<file path="config.mk">
export PLATFORM = sky130hd
export DESIGN_NAME = escaped_packet_deframer_flat
export DESIGN_NICKNAME = d
export VERILOG_FILES = /design/src/hw/rtl/epd_pkg.sv /design/src/hw/rtl/epd_if.sv /design/src/hw/rtl/epd_ram.sv /design/src/hw/rtl/epd_parser.sv /design/src/hw/rtl/epd_emitter.sv /design/src/hw/rtl/escaped_packet_deframer.sv /design/src/flat_wrapper.sv
export SDC_FILE = /design/constraint.sdc
export NUM_CORES = 1
export LEC_CHECK = 0
export ABC_AREA = 1
export BUFFER_PORTS_ARGS = -buffer_cell sky130_fd_sc_hd__buf_2
export CORE_ASPECT_RATIO = 1.1
export CORE_UTILIZATION = 30
export CTS_BUF_LIST = sky130_fd_sc_hd__clkbuf_8
export DETAILED_ROUTE_END_ITERATION = 8
export GPL_ROUTABILITY_DRIVEN = 0
export PLACE_DENSITY = 0.44
export REMOVE_ABC_BUFFERS = 1
export SKIP_LAST_GASP = 1
export SLEW_MARGIN = 20
export SYNTH_ARGS = -nofsm -noshare
export SYNTH_HDL_FRONTEND = slang
export SYNTH_SLANG_ARGS = --single-unit
</file>
<file path="constraint.sdc">
create_clock -name clk -period 10.5 [get_ports clk]
set_input_delay 1.575 -clock clk [delete_from_list [all_inputs] [get_ports clk]]
set_output_delay 1.575 -clock clk [all_outputs]
set_load 0.05 [all_outputs]
</file>
<file path="src/hw/rtl/epd_pkg.sv">
// Shared constants, types and codes for the escaped packet deframer.
package epd_pkg;

  localparam int BUF_BYTES   = 64;
  localparam int FRAME_EXTRA = 4;
  localparam int STORE_DEPTH = BUF_BYTES - FRAME_EXTRA;
  localparam int STORE_AW    = (STORE_DEPTH > 1) ? $clog2(STORE_DEPTH) : 1;
  localparam int LEN_W       = 6;
  localparam int CFG_IDX_W   = 8;

  typedef logic [7:0] byte_t;

  localparam byte_t START_CODE_RST  = 8'd255;
  localparam byte_t ESCAPE_CODE_RST = 8'd253;

  typedef enum logic [CFG_IDX_W-1:0] {
    CFG_START_CODE  = 8'd0,
    CFG_ESCAPE_CODE = 8'd1
  } cfg_reg_t;

  typedef enum logic [1:0] {
    P_HUNT,
    P_CMD,
    P_LEN,
    P_DATA
  } parse_state_t;

  typedef enum logic [1:0] {
    E_IDLE,
    E_READ,
    E_LOAD
  } emit_state_t;

  // Request from the parser to the emitter on a completed packet.
  typedef struct packed {
    logic             valid;
    byte_t            command;
    logic [LEN_W-1:0] length;
    logic             ok;
  } emit_req_t;

  // Payload store write port.
  typedef struct packed {
    logic                en;
    logic [STORE_AW-1:0] addr;
    byte_t               data;
  } store_wr_t;

endpackage

</file>
<file path="src/hw/rtl/epd_if.sv">
// Channel interfaces: link byte input, packet result output, register writes.
interface epd_in_if;
  import epd_pkg::*;
  logic  valid;
  logic  ready;
  byte_t rx_byte;
  modport source (output valid, output rx_byte, input ready);
  modport sink (input valid, input rx_byte, output ready);
endinterface

interface epd_out_if;
  import epd_pkg::*;
  logic             valid;
  logic             ready;
  byte_t            command;
  logic [LEN_W-1:0] payload_length;
  logic             has_data;
  byte_t            data_byte;
  logic [LEN_W-1:0] byte_index;
  logic             checksum_ok;
  logic             last;
  modport source (output valid, output command, output payload_length, output has_data,
                  output data_byte, output byte_index, output checksum_ok, output last,
                  input ready);
  modport sink (input valid, input command, input payload_length, input has_data,
                input data_byte, input byte_index, input checksum_ok, input last,
                output ready);
endinterface

interface epd_cfg_if;
  import epd_pkg::*;
  logic                 valid;
  logic                 ready;
  logic [CFG_IDX_W-1:0] index;
  byte_t                data;
  modport source (output valid, output index, output data, input ready);
  modport sink (input valid, input index, input data, output ready);
endinterface

</file>
<file path="src/hw/rtl/epd_ram.sv">
// Simple dual-port synchronous RAM with registered read data.
module epd_ram #(
  parameter int DEPTH = 60,
  parameter int WIDTH = 8,
  parameter int AW    = (DEPTH > 1) ? $clog2(DEPTH) : 1
) (
  input  logic             clk,
  input  logic             we,
  input  logic [AW-1:0]    waddr,
  input  logic [WIDTH-1:0] wdata,
  input  logic [AW-1:0]    raddr,
  output logic [WIDTH-1:0] rdata
);

  logic [WIDTH-1:0] mem [DEPTH];

  always_ff @(posedge clk) begin
    if (we) begin
      mem[waddr] <= wdata;
    end
  end

  always_ff @(posedge clk) begin
    rdata <= mem[raddr];
  end

endmodule

</file>
<file path="src/hw/rtl/epd_parser.sv">
// Frame parser: unescapes link bytes, tracks the checksum and fills the payload store.
module epd_parser (
  input  logic               clk,
  input  logic               rst_n,
  epd_in_if.sink             in_ch,
  epd_cfg_if.sink            cfg_ch,
  input  logic               busy,
  output epd_pkg::emit_req_t req,
  output epd_pkg::store_wr_t wr
);
  import epd_pkg::*;

  parse_state_t     state_r, state_nxt;
  logic             esc_r, esc_nxt;
  logic [STORE_AW-1:0] idx_r, idx_nxt;
  byte_t            cmd_r, cmd_nxt;
  logic [LEN_W-1:0] len_r, len_nxt;
  byte_t            sum_r, sum_nxt;
  byte_t            start_code_r, escape_code_r;
  logic             accept;
  byte_t            val;

  assign in_ch.ready  = !busy;
  assign cfg_ch.ready = 1'b1;
  assign accept       = in_ch.valid && in_ch.ready;
  assign val          = in_ch.rx_byte + {7'd0, esc_r};

  always_ff @(posedge clk) begin
    if (!rst_n) begin
      start_code_r  <= START_CODE_RST;
      escape_code_r <= ESCAPE_CODE_RST;
    end else if (cfg_ch.valid) begin
      unique case (cfg_ch.index)
        CFG_START_CODE:  start_code_r  <= cfg_ch.data;
        CFG_ESCAPE_CODE: escape_code_r <= cfg_ch.data;
        default: ;
      endcase
    end
  end

  always_ff @(posedge clk) begin
    if (!rst_n) begin
      state_r <= P_HUNT;
      esc_r   <= 1'b0;
      idx_r   <= '0;
      cmd_r   <= '0;
      len_r   <= '0;
      sum_r   <= '0;
    end else begin
      state_r <= state_nxt;
      esc_r   <= esc_nxt;
      idx_r   <= idx_nxt;
      cmd_r   <= cmd_nxt;
      len_r   <= len_nxt;
      sum_r   <= sum_nxt;
    end
  end

  always_comb begin
    state_nxt   = state_r;
    esc_nxt     = esc_r;
    idx_nxt     = idx_r;
    cmd_nxt     = cmd_r;
    len_nxt     = len_r;
    sum_nxt     = sum_r;
    req         = '0;
    req.command = cmd_r;
    req.length  = len_r;
    req.ok      = (8'(sum_r + val) == 8'd0);
    wr.en       = 1'b0;
    wr.addr     = idx_r;
    wr.data     = val;
    if (accept) begin
      if (in_ch.rx_byte == start_code_r) begin
        // start code always reopens a packet
        state_nxt = P_CMD;
        esc_nxt   = 1'b0;
        sum_nxt   = in_ch.rx_byte;
      end else if (state_r != P_HUNT) begin
        if (in_ch.rx_byte == escape_code_r) begin
          esc_nxt = 1'b1;
        end else begin
          esc_nxt = 1'b0;
          unique case (state_r)
            P_CMD: begin
              cmd_nxt   = val;
              sum_nxt   = 8'(sum_r + val);
              state_nxt = P_LEN;
            end
            P_LEN: begin
              sum_nxt = 8'(sum_r + val);
              len_nxt = val[LEN_W-1:0];
              idx_nxt = '0;
              // drop a packet that would not fit the store
              state_nxt = (val > 8'(STORE_DEPTH)) ? P_HUNT : P_DATA;
            end
            P_DATA: begin
              if (LEN_W'(idx_r) < len_r) begin
                wr.en   = 1'b1;
                sum_nxt = 8'(sum_r + val);
                idx_nxt = idx_r + 1'b1;
              end else begin
                req.valid = 1'b1;
                state_nxt = P_HUNT;
              end
            end
            default: state_nxt = P_HUNT;
          endcase
        end
      end
    end
  end

  a_wr_in_range: assert property (@(posedge clk) disable iff (!rst_n)
    wr.en |-> (int'(wr.addr) < STORE_DEPTH))
    else $error("payload write beyond store");

  a_req_len: assert property (@(posedge clk) disable iff (!rst_n)
    req.valid |-> (LEN_W'(idx_r) == len_r) && (int'(len_r) <= STORE_DEPTH))
    else $error("packet completed with wrong byte count");

  a_no_accept_busy: assert property (@(posedge clk) disable iff (!rst_n)
    busy |-> !accept && !wr.en && !req.valid)
    else $error("parser active while results are being read out");

endmodule

</file>
<file path="src/hw/rtl/epd_emitter.sv">
// Result sequencer: reads the payload store back and drives the output register.
module epd_emitter (
  input  logic                       clk,
  input  logic                       rst_n,
  input  epd_pkg::emit_req_t         req,
  output logic                       busy,
  output logic [epd_pkg::STORE_AW-1:0] raddr,
  input  epd_pkg::byte_t             rdata,
  epd_out_if.source                  out_ch
);
  import epd_pkg::*;

  emit_state_t         state_r, state_nxt;
  logic [STORE_AW-1:0] k_r, k_nxt, k_inc;
  byte_t               cmd_r;
  logic [LEN_W-1:0]    len_r;
  logic                ok_r;
  logic                out_valid_r, out_valid_nxt;
  logic                load, slot_free, k_last, empty;

  byte_t            o_data_r;
  logic [LEN_W-1:0] o_index_r;
  logic             o_has_r, o_last_r;
  byte_t            o_cmd_r;
  logic [LEN_W-1:0] o_len_r;
  logic             o_ok_r;

  assign busy      = (state_r != E_IDLE);
  assign raddr     = k_r;
  assign k_inc     = k_r + 1'b1;
  assign empty     = (len_r == '0);
  assign k_last    = empty || (LEN_W'(k_inc) == len_r);
  assign slot_free = !out_valid_r || out_ch.ready;

  always_ff @(posedge clk) begin
    if (!rst_n) begin
      state_r     <= E_IDLE;
      k_r         <= '0;
      out_valid_r <= 1'b0;
    end else begin
      state_r     <= state_nxt;
      k_r         <= k_nxt;
      out_valid_r <= out_valid_nxt;
    end
  end

  always_ff @(posedge clk) begin
    if (req.valid) begin
      cmd_r <= req.command;
      len_r <= req.length;
      ok_r  <= req.ok;
    end
    if (load) begin
      o_cmd_r   <= cmd_r;
      o_len_r   <= len_r;
      o_ok_r    <= ok_r;
      o_has_r   <= !empty;
      o_data_r  <= empty ? 8'd0 : rdata;
      o_index_r <= empty ? '0 : LEN_W'(k_r);
      o_last_r  <= k_last;
    end
  end

  always_comb begin
    state_nxt = state_r;
    k_nxt     = k_r;
    load      = 1'b0;
    unique case (state_r)
      E_IDLE: begin
        if (req.valid) begin
          k_nxt     = '0;
          // an empty packet needs no store read
          state_nxt = (req.length == '0) ? E_LOAD : E_READ;
        end
      end
      E_READ: state_nxt = E_LOAD;
      E_LOAD: begin
        if (slot_free) begin
          load = 1'b1;
          if (k_last) begin
            state_nxt = E_IDLE;
          end else begin
            k_nxt     = k_inc;
            state_nxt = E_READ;
          end
        end
      end
      default: state_nxt = E_IDLE;
    endcase
    out_valid_nxt = load || (out_valid_r && !out_ch.ready);
  end

  assign out_ch.valid          = out_valid_r;
  assign out_ch.command        = o_cmd_r;
  assign out_ch.payload_length = o_len_r;
  assign out_ch.has_data       = o_has_r;
  assign out_ch.data_byte      = o_data_r;
  assign out_ch.byte_index     = o_index_r;
  assign out_ch.checksum_ok    = o_ok_r;
  assign out_ch.last           = o_last_r;

  a_req_idle: assert property (@(posedge clk) disable iff (!rst_n)
    req.valid |-> state_r == E_IDLE)
    else $error("new packet while previous run still in progress");

  a_load_slot: assert property (@(posedge clk) disable iff (!rst_n)
    load |-> slot_free)
    else $error("output overwritten before it was taken");

  a_k_range: assert property (@(posedge clk) disable iff (!rst_n)
    (state_r != E_IDLE) && !empty |-> LEN_W'(k_r) < len_r)
    else $error("read index past packet length");

endmodule

</file>
<file path="src/hw/rtl/escaped_packet_deframer.sv">
// Top level of the escaped packet deframer: parser, payload store and result sequencer.
//
//  channel | dir | fields
//  in_ch   | in  | rx_byte[7:0]
//  out_ch  | out | command, payload_length, has_data, data_byte, byte_index, checksum_ok, last
//  cfg_ch  | in  | index[7:0] (0 start_code, 1 escape_code), data[7:0]; always ready
//
// Each link byte is taken in one cycle while no packet is being read out.
// A completed packet is read from the payload store one result at a time, through the read
// state (address) and the load state (registered read data); input stalls until the last result is loaded.
// Output back-pressure holds the result register and the store read index.
// Synchronous reset returns to hunting for a start code; the store needs no clearing.
module escaped_packet_deframer (
  input  logic    clk,
  input  logic    rst_n,
  epd_in_if.sink  in_ch,
  epd_out_if.source out_ch,
  epd_cfg_if.sink cfg_ch
);
  import epd_pkg::*;

  emit_req_t           req;
  store_wr_t           wr;
  logic                busy;
  logic [STORE_AW-1:0] raddr;
  byte_t               rdata;

  epd_parser u_parser (
    .clk    (clk),
    .rst_n  (rst_n),
    .in_ch  (in_ch),
    .cfg_ch (cfg_ch),
    .busy   (busy),
    .req    (req),
    .wr     (wr)
  );

  epd_ram #(
    .DEPTH (STORE_DEPTH),
    .WIDTH (8)
  ) u_store (
    .clk   (clk),
    .we    (wr.en),
    .waddr (wr.addr),
    .wdata (wr.data),
    .raddr (raddr),
    .rdata (rdata)
  );

  epd_emitter u_emitter (
    .clk    (clk),
    .rst_n  (rst_n),
    .req    (req),
    .busy   (busy),
    .raddr  (raddr),
    .rdata  (rdata),
    .out_ch (out_ch)
  );

endmodule

</file>
<file path="src/flat_wrapper.sv">
// flat-port wrapper written by rule: the top's interface ports become plain ports
module escaped_packet_deframer_flat import epd_pkg::*;
  (clk, rst_n, in_ch_valid, in_ch_rx_byte, in_ch_ready, out_ch_valid, out_ch_command, out_ch_payload_length, out_ch_has_data, out_ch_data_byte, out_ch_byte_index, out_ch_checksum_ok, out_ch_last, out_ch_ready, cfg_ch_valid, cfg_ch_index, cfg_ch_data, cfg_ch_ready);
  epd_in_if in_ch_i ();
  epd_out_if out_ch_i ();
  epd_cfg_if cfg_ch_i ();
  input  logic clk;
  input  logic rst_n;
  input wire logic [$bits(in_ch_i.valid)-1:0] in_ch_valid;
  input wire logic [$bits(in_ch_i.rx_byte)-1:0] in_ch_rx_byte;
  output wire logic [$bits(in_ch_i.ready)-1:0] in_ch_ready;
  output wire logic [$bits(out_ch_i.valid)-1:0] out_ch_valid;
  output wire logic [$bits(out_ch_i.command)-1:0] out_ch_command;
  output wire logic [$bits(out_ch_i.payload_length)-1:0] out_ch_payload_length;
  output wire logic [$bits(out_ch_i.has_data)-1:0] out_ch_has_data;
  output wire logic [$bits(out_ch_i.data_byte)-1:0] out_ch_data_byte;
  output wire logic [$bits(out_ch_i.byte_index)-1:0] out_ch_byte_index;
  output wire logic [$bits(out_ch_i.checksum_ok)-1:0] out_ch_checksum_ok;
  output wire logic [$bits(out_ch_i.last)-1:0] out_ch_last;
  input wire logic [$bits(out_ch_i.ready)-1:0] out_ch_ready;
  input wire logic [$bits(cfg_ch_i.valid)-1:0] cfg_ch_valid;
  input wire logic [$bits(cfg_ch_i.index)-1:0] cfg_ch_index;
  input wire logic [$bits(cfg_ch_i.data)-1:0] cfg_ch_data;
  output wire logic [$bits(cfg_ch_i.ready)-1:0] cfg_ch_ready;
  assign in_ch_i.valid = in_ch_valid;
  assign in_ch_i.rx_byte = in_ch_rx_byte;
  assign in_ch_ready = in_ch_i.ready;
  assign out_ch_valid = out_ch_i.valid;
  assign out_ch_command = out_ch_i.command;
  assign out_ch_payload_length = out_ch_i.payload_length;
  assign out_ch_has_data = out_ch_i.has_data;
  assign out_ch_data_byte = out_ch_i.data_byte;
  assign out_ch_byte_index = out_ch_i.byte_index;
  assign out_ch_checksum_ok = out_ch_i.checksum_ok;
  assign out_ch_last = out_ch_i.last;
  assign out_ch_i.ready = out_ch_ready;
  assign cfg_ch_i.valid = cfg_ch_valid;
  assign cfg_ch_i.index = cfg_ch_index;
  assign cfg_ch_i.data = cfg_ch_data;
  assign cfg_ch_ready = cfg_ch_i.ready;
  escaped_packet_deframer u_core (.clk(clk), .rst_n(rst_n), .in_ch(in_ch_i), .out_ch(out_ch_i), .cfg_ch(cfg_ch_i));
endmodule
</file>
* Yosys cells after proc, flatten, opt, wreduce, memory -nomap -nowiden
Memory sizes are Yosys's and may differ from the RTL's. A register that Yosys moved wholly into a read port is not among the register bits.
Cells that the tools add are included.
** Word-level totals
- Flip-flop bits (word level) :: 102
- Memory bits (writable) :: 480
- Input port bits :: 29
- Output and inout port bits :: 34
- Logic and storage cells :: 118
- Memories :: 1
** Operators by class
- $add $sub $neg :: 4
- Order comparisons :: 2
- Eq/ne operators :: 16
- Muxes and demuxes :: 41
- Bitwise gates (word level) :: 2
- Reductions and logical operators :: 31
** Memories
- u_core.u_store.mem :: depth 60, width 8, read ports 1, clocked after Yosys merged registers in 1, write ports 1, RTL line epd_ram.sv:15 : logic [WIDTH-1:0] mem [DEPTH];
** Operator list (count)
- 8-bit two-way mux :: 4
- 6-bit two-way mux :: 4
- 6-bit case mux with 2 select lines :: 2
- 1-bit two-way mux :: 20
- 8-bit == test :: 2
- 8-bit zero test :: 2
- 2-bit two-way mux :: 8
- 8-bit case mux with 2 select lines :: 1
- 5-bit AND reduction :: 3
- 6-bit by 1-bit adder with 6-bit output, second input constant :: 2
- 6-bit zero test :: 2
- 2-bit case mux with 3 select lines :: 2
- 2-bit nonzero test :: 5
- 8-bit by 1-bit adder with 8-bit output :: 1
- 8-bit adder :: 1
- 8-bit by 1-bit == test with 1-bit output, second input constant :: 1
- 8-bit by 6-bit greater-than comparator with 1-bit output, second input constant :: 1
- 2-bit != test, second input constant :: 4
- 2-bit AND reduction :: 4
- 4-bit AND reduction :: 2
- 2-bit == test, second input constant :: 3
- 6-bit == test :: 1
- 6-bit less-than comparator :: 1
- 3-bit != test, second input constant :: 2
- 10 further kinds :: 18

* Depth between registers and ports, before layout
- Word-level depth :: 9
- Depth in mapped cells :: 16
- Depth with buffers taken out :: 16

* By module
From an unflattened synthesis, not the netlist that was laid out.
** Second synthesis, totals
- Cells, all modules :: 2432
- Area total of the unflattened synthesis :: 25514.5 um^2
** By module, submodules not included
- epd_ram :: instances 1, cells each 1778, area each 20168.1 um^2, sequential area each 14574.0 um^2
- epd_parser :: instances 1, cells each 454, area each 3084.2 um^2, sequential area each 940.9 um^2
- epd_emitter :: instances 1, cells each 200, area each 2262.2 um^2, sequential area each 1561.5 um^2

* Least setup slack after synthesis
OpenSTA, ideal clock, no wires.
- Kind :: input to register
- From :: input in_ch_rx_byte[0]
- To :: register u_core.u_parser.sum_r[5]
- Setup time :: 0.119 ns
- Arrival :: 5.043 ns
- Data required time :: 10.381 ns
- Slack :: 5.338 ns
- Stages on the path :: 11
- Buffers on the path :: 0
- Path through :: ha_1 ha_1 nand3_1 xor2_1 ha_1 a21oi_1 nand2_1 xnor2_1 nor2_1 a211oi_1 nor2_1
** Between the ends
- Cells in the longest elaborated chain, start to end :: 7
- Elaborated cells on any way between the ends :: 14
- Classes of those cells :: add/sub (2); eq/ne (4); mux (5); reduce/logical (3)
** Ends and longest elaborated chain
- start: declaration :: RTL line flat_wrapper.sv:10 : input wire logic [$bits(in_ch_i.rx_byte)-1:0] in_ch_rx_byte;
- 8-bit by 1-bit adder with 8-bit output * :: RTL line epd_parser.sv:26 : assign val = in_ch.rx_byte + {7'd0, esc_r};
- named net u_core.u_parser.val[4] :: RTL line epd_parser.sv:21 : byte_t val;
- 8-bit adder * :: RTL line epd_parser.sv:87, epd_parser.sv:91, epd_parser.sv:100
- 8-bit two-way mux :: RTL line epd_parser.sv:98 : if (LEN_W'(idx_r) < len_r) begin
- 8-bit case mux with 2 select lines * :: RTL line epd_parser.sv:84 : unique case (state_r)
- 8-bit two-way mux * :: RTL line epd_parser.sv:80 : if (in_ch.rx_byte == escape_code_r) begin
- 8-bit two-way mux * :: RTL line epd_parser.sv:79 : end else if (state_r != P_HUNT) begin
- 8-bit two-way mux * :: RTL line epd_parser.sv:74 : if (in_ch.rx_byte == start_code_r) begin
- end signal: assignment :: RTL line epd_parser.sv:55 : sum_r <= sum_nxt;
- end: declaration :: RTL line epd_parser.sv:18 : byte_t sum_r, sum_nxt;
Mark *: on every way through the listed nets, which the timed path passes. The rest lies on a longest branch. The select of a mux whose other input is x is not followed.
A chain may end at the register's enable or synchronous reset.

* Worst setup path in the final report
- From :: input in_ch_rx_byte[0]
- To :: register u_core.u_parser.sum_r[7]
Same word-level chain as after synthesis.

==> flow_summary.ini <==
[floorplan]
die_area_um2 = 82300
die-height_um = 300.8
ios = 63
row_count = 109
start_util = 0.3031
core_um2 = 80330
fp.dieW_um = 273.6

[grt]
grt_start_max_net_pins = 121
track_usage = 0.1657
antenna_found_initial = 1
grt_pass1_wl_mm = 101.6
grt-ovfl-total = 0
grt_pass1_vias = 16190

[critical_path]
start_kind = input port
cp-end-kind = register
rrSetupSlack_ns = 6.98
r2r_start = u_core.u_emitter.raddr[0]
rr_worst_depth = 10
worstSetupPathType = input port to register
critical_path_required_ns = 11.07
endpoint = u_core.u_parser.sum_r[7]
r2r_end = u_core.u_store.rdata[5]
crit_arrival_ns = 4.49
cp_max_fo = 63
startpoint = in_ch_rx_byte[0]

[timing]
period_share = 0.3736
fin_setup_tns_ns = 0
slew_viol_final = 0
worst_pin_slew_ns = 1.041
finClkSkew_ns = 0.04632
layout_min_cycle_time_ns = 3.923
hold_viol_final = 0
rsz0062_at_grt = false
timing.fmax_ghz = 0.2549
setup_viol = 0
relSlewSlack = 0.3043

[pwr]
p_total_uw = 4725
pwr_density_cell_nw_per_um2 = 170.0
vdd_drop_max_mv = 0.08140
leakagePower_uw = 0.009813

[cells_and_area]
final_cell_area_um2 = 27800
layout_commonest_cell = edfxtp_1
fillerInstances = 7966
final_nets = 2202
seq_area_um2 = 17080
final_cell_mix = edfxtp_1 (526), nor2_1 (314), nand2_1 (314)
final_cell_count_no_fill = 3289
multi_input_area_um2 = 6505
drive_gt1_frac = 0.1141
area_delta_synth_final_pct = 14.20

[route]
drc = 0
wl_mm = 68.01
postRouteAntennaNets = 0
vias_per_cell = 4.849
dr.first_iter.drc_count = 1218
wl_per_cell_um = 20.68
vias = 15950
dr.pass1.iters = 7

[clock_network]
cts_tree = yes
h-tree-depth = 3
clock-sinks = 590
cts.reportedPaths.clkPinSlew_ns = 0.06
worstSkewPairLatency_ns = 0.71
post_cts_buffers = 0
clk_path_buf_depth = 3
cts_root_buffer = clkbuf_8
ctsResizeCount = 0
cts_made_buffers = 102
holdBufCountCts = 0

[run]
cap_violations = 0

[yosys]
ys_ff_latch = 590
synthCells = 2070
syn_avg_cell_area_um2 = 11.76
yosysWarnings = 0
synth-main-ff-cell = edfxtp_1
synth_edf_count = 526
async_reset_ff_frac = 0
yosysSeqAreaShare = 0.7014
yosysUniqueCellTypes = 46
synth_area_um2 = 24350

[placed_design]
dpl.cell_count = 3101
postPlaceCellArea_um2 = 25820
dp_hpwl_mm = 38.95
portBuffers = 61

[hold_path]
hold_start = u_core.u_emitter.cmd_r[3]
hold_class = register to register

[outcome]
outcome = completed
## registers in the layout, summed over array words and instances, names as in the netlist, 8 cells and up
signal	cells
u_core.u_store.mem	480
u_core.u_parser.cmd_r	8
u_core.u_emitter.cmd_r	8
u_core.u_emitter.out_ch.command	8
u_core.u_parser.sum_r	8
u_core.u_store.rdata	8
u_core.u_parser.escape_code_r	8
u_core.u_emitter.out_ch.data_byte	8
u_core.u_parser.start_code_r	8
## critical path, cell delays in order
cell,delay (ns)
buf_2,0.13
ha_2,0.19
ha_2,0.18
nand3_1,0.18
nor2_1,0.33
xor2_4,0.16
buf_4,0.58
ha_1,0.40
a21oi_1,0.16
o21ai_0,0.10
a21oi_1,0.17
xnor2_1,0.13
inv_1,0.07
nand2_1,0.06
a21oi_1,0.07
## worst min-delay path by stage
stage          cells after the start                                  end  slack, ns
2_1_floorplan                      0  u_core.u_emitter.out_ch.checksum_ok       0.40
3_3_place_gp                       0   u_core.u_emitter.out_ch.command[3]       0.41
3_5_place_dp                       0   u_core.u_emitter.out_ch.command[3]       0.40
4_1_cts                            0   u_core.u_emitter.out_ch.command[3]       0.42
5_1_grt                            0   u_core.u_emitter.out_ch.command[3]       0.42
6_report                           0   u_core.u_emitter.out_ch.command[3]       0.42
## per-stage QoR
step / hold slack [ns] / setup WS [ns] / util
after CTS: 0.4184 / 6.607 / 0.3461
after floorplan: 0.4003 / 1.284 / -
final: 0.4165 / 6.577 / 0.3461
after global routing: 0.4244 / 6.332 / 0.3461
after detailed placement: 0.4045 / 5.810 / 0.3214
after global placement: 0.4067 / 5.866 / 0.3212
## logic make-up (layout without fill, tap and decap cells)
family,count (synthesis),count (layout),share of synthesized area
flops,590,590,0.7014
fa+ha+maj,22,22,0.01161
compound gates,462,462,0.1071
mux,38,38,0.01562
buf+inv,211,375,0.03510
simple gates,726,726,0.1219
other cells,1,2,0.0001540
xor+xnor,20,20,0.007195
## power breakdown
group	total, µW	leakage [µW]	internal (µW)	switching [µW]
sequential	2570	0.00523	2570	2.06
clock	2050	0.00114	1100	946
combinational	110	0.00344	23.0	87.4
total	4730	0.00981	3690	1040
## final cells by class
type                            instances  share of cell area
Multi-Input combinational cell       1269              0.2340
Timing Repair Buffer                   84             0.01854
Clock buffer                          108             0.05346
Clock inverter                         79             0.01778
Sequential cell                       590              0.6144
Tap cell                             1054             0.04743
Antenna cell                            1          0.00009000
Inverter                              104             0.01436
## layer usage
metal	wire length [µm]	track usage	vias up
met5	0	0	-
met4	1775	0.05813	0
met3	3159	0.02815	111
met2	33270	0.2768	361
met1	29810	0.2158	7904
li1	-	-	7572
## cell usage after synthesis, types with 3 or more instances
cell type	instances	area (µm²)
clkbuf_1	63	236.5
xor2_1	11	96.34
buf_1	7	26.28
buf_2	32	160.2
dfxtp_1	64	1281
edfxtp_1	526	15800
xnor2_1	9	78.83
mux2i_1	38	380.4
nor3_1	6	30.03
inv_1	94	352.8
o21a_1	3	22.52
o21bai_1	5	37.54
o22ai_1	67	419.2
nand2_2	10	62.56
nand2_1	314	1179
nand3_4	4	70.07
o21ai_1	5	25.02
o2111ai_1	6	52.55
ha_1	21	262.8
nand4_1	7	43.79
o211ai_1	39	292.8
o221ai_1	12	105.1
nand3_1	54	270.3
nor2_2	4	25.02
buf_4	3	22.52
a21oi_1	91	455.4
inv_2	7	26.28
o21ai_0	225	1126
nor2_4	3	33.78
nor4_1	4	25.02
nor2_1	316	1186
No activity file was read; power rests on OpenSTA's default activity.
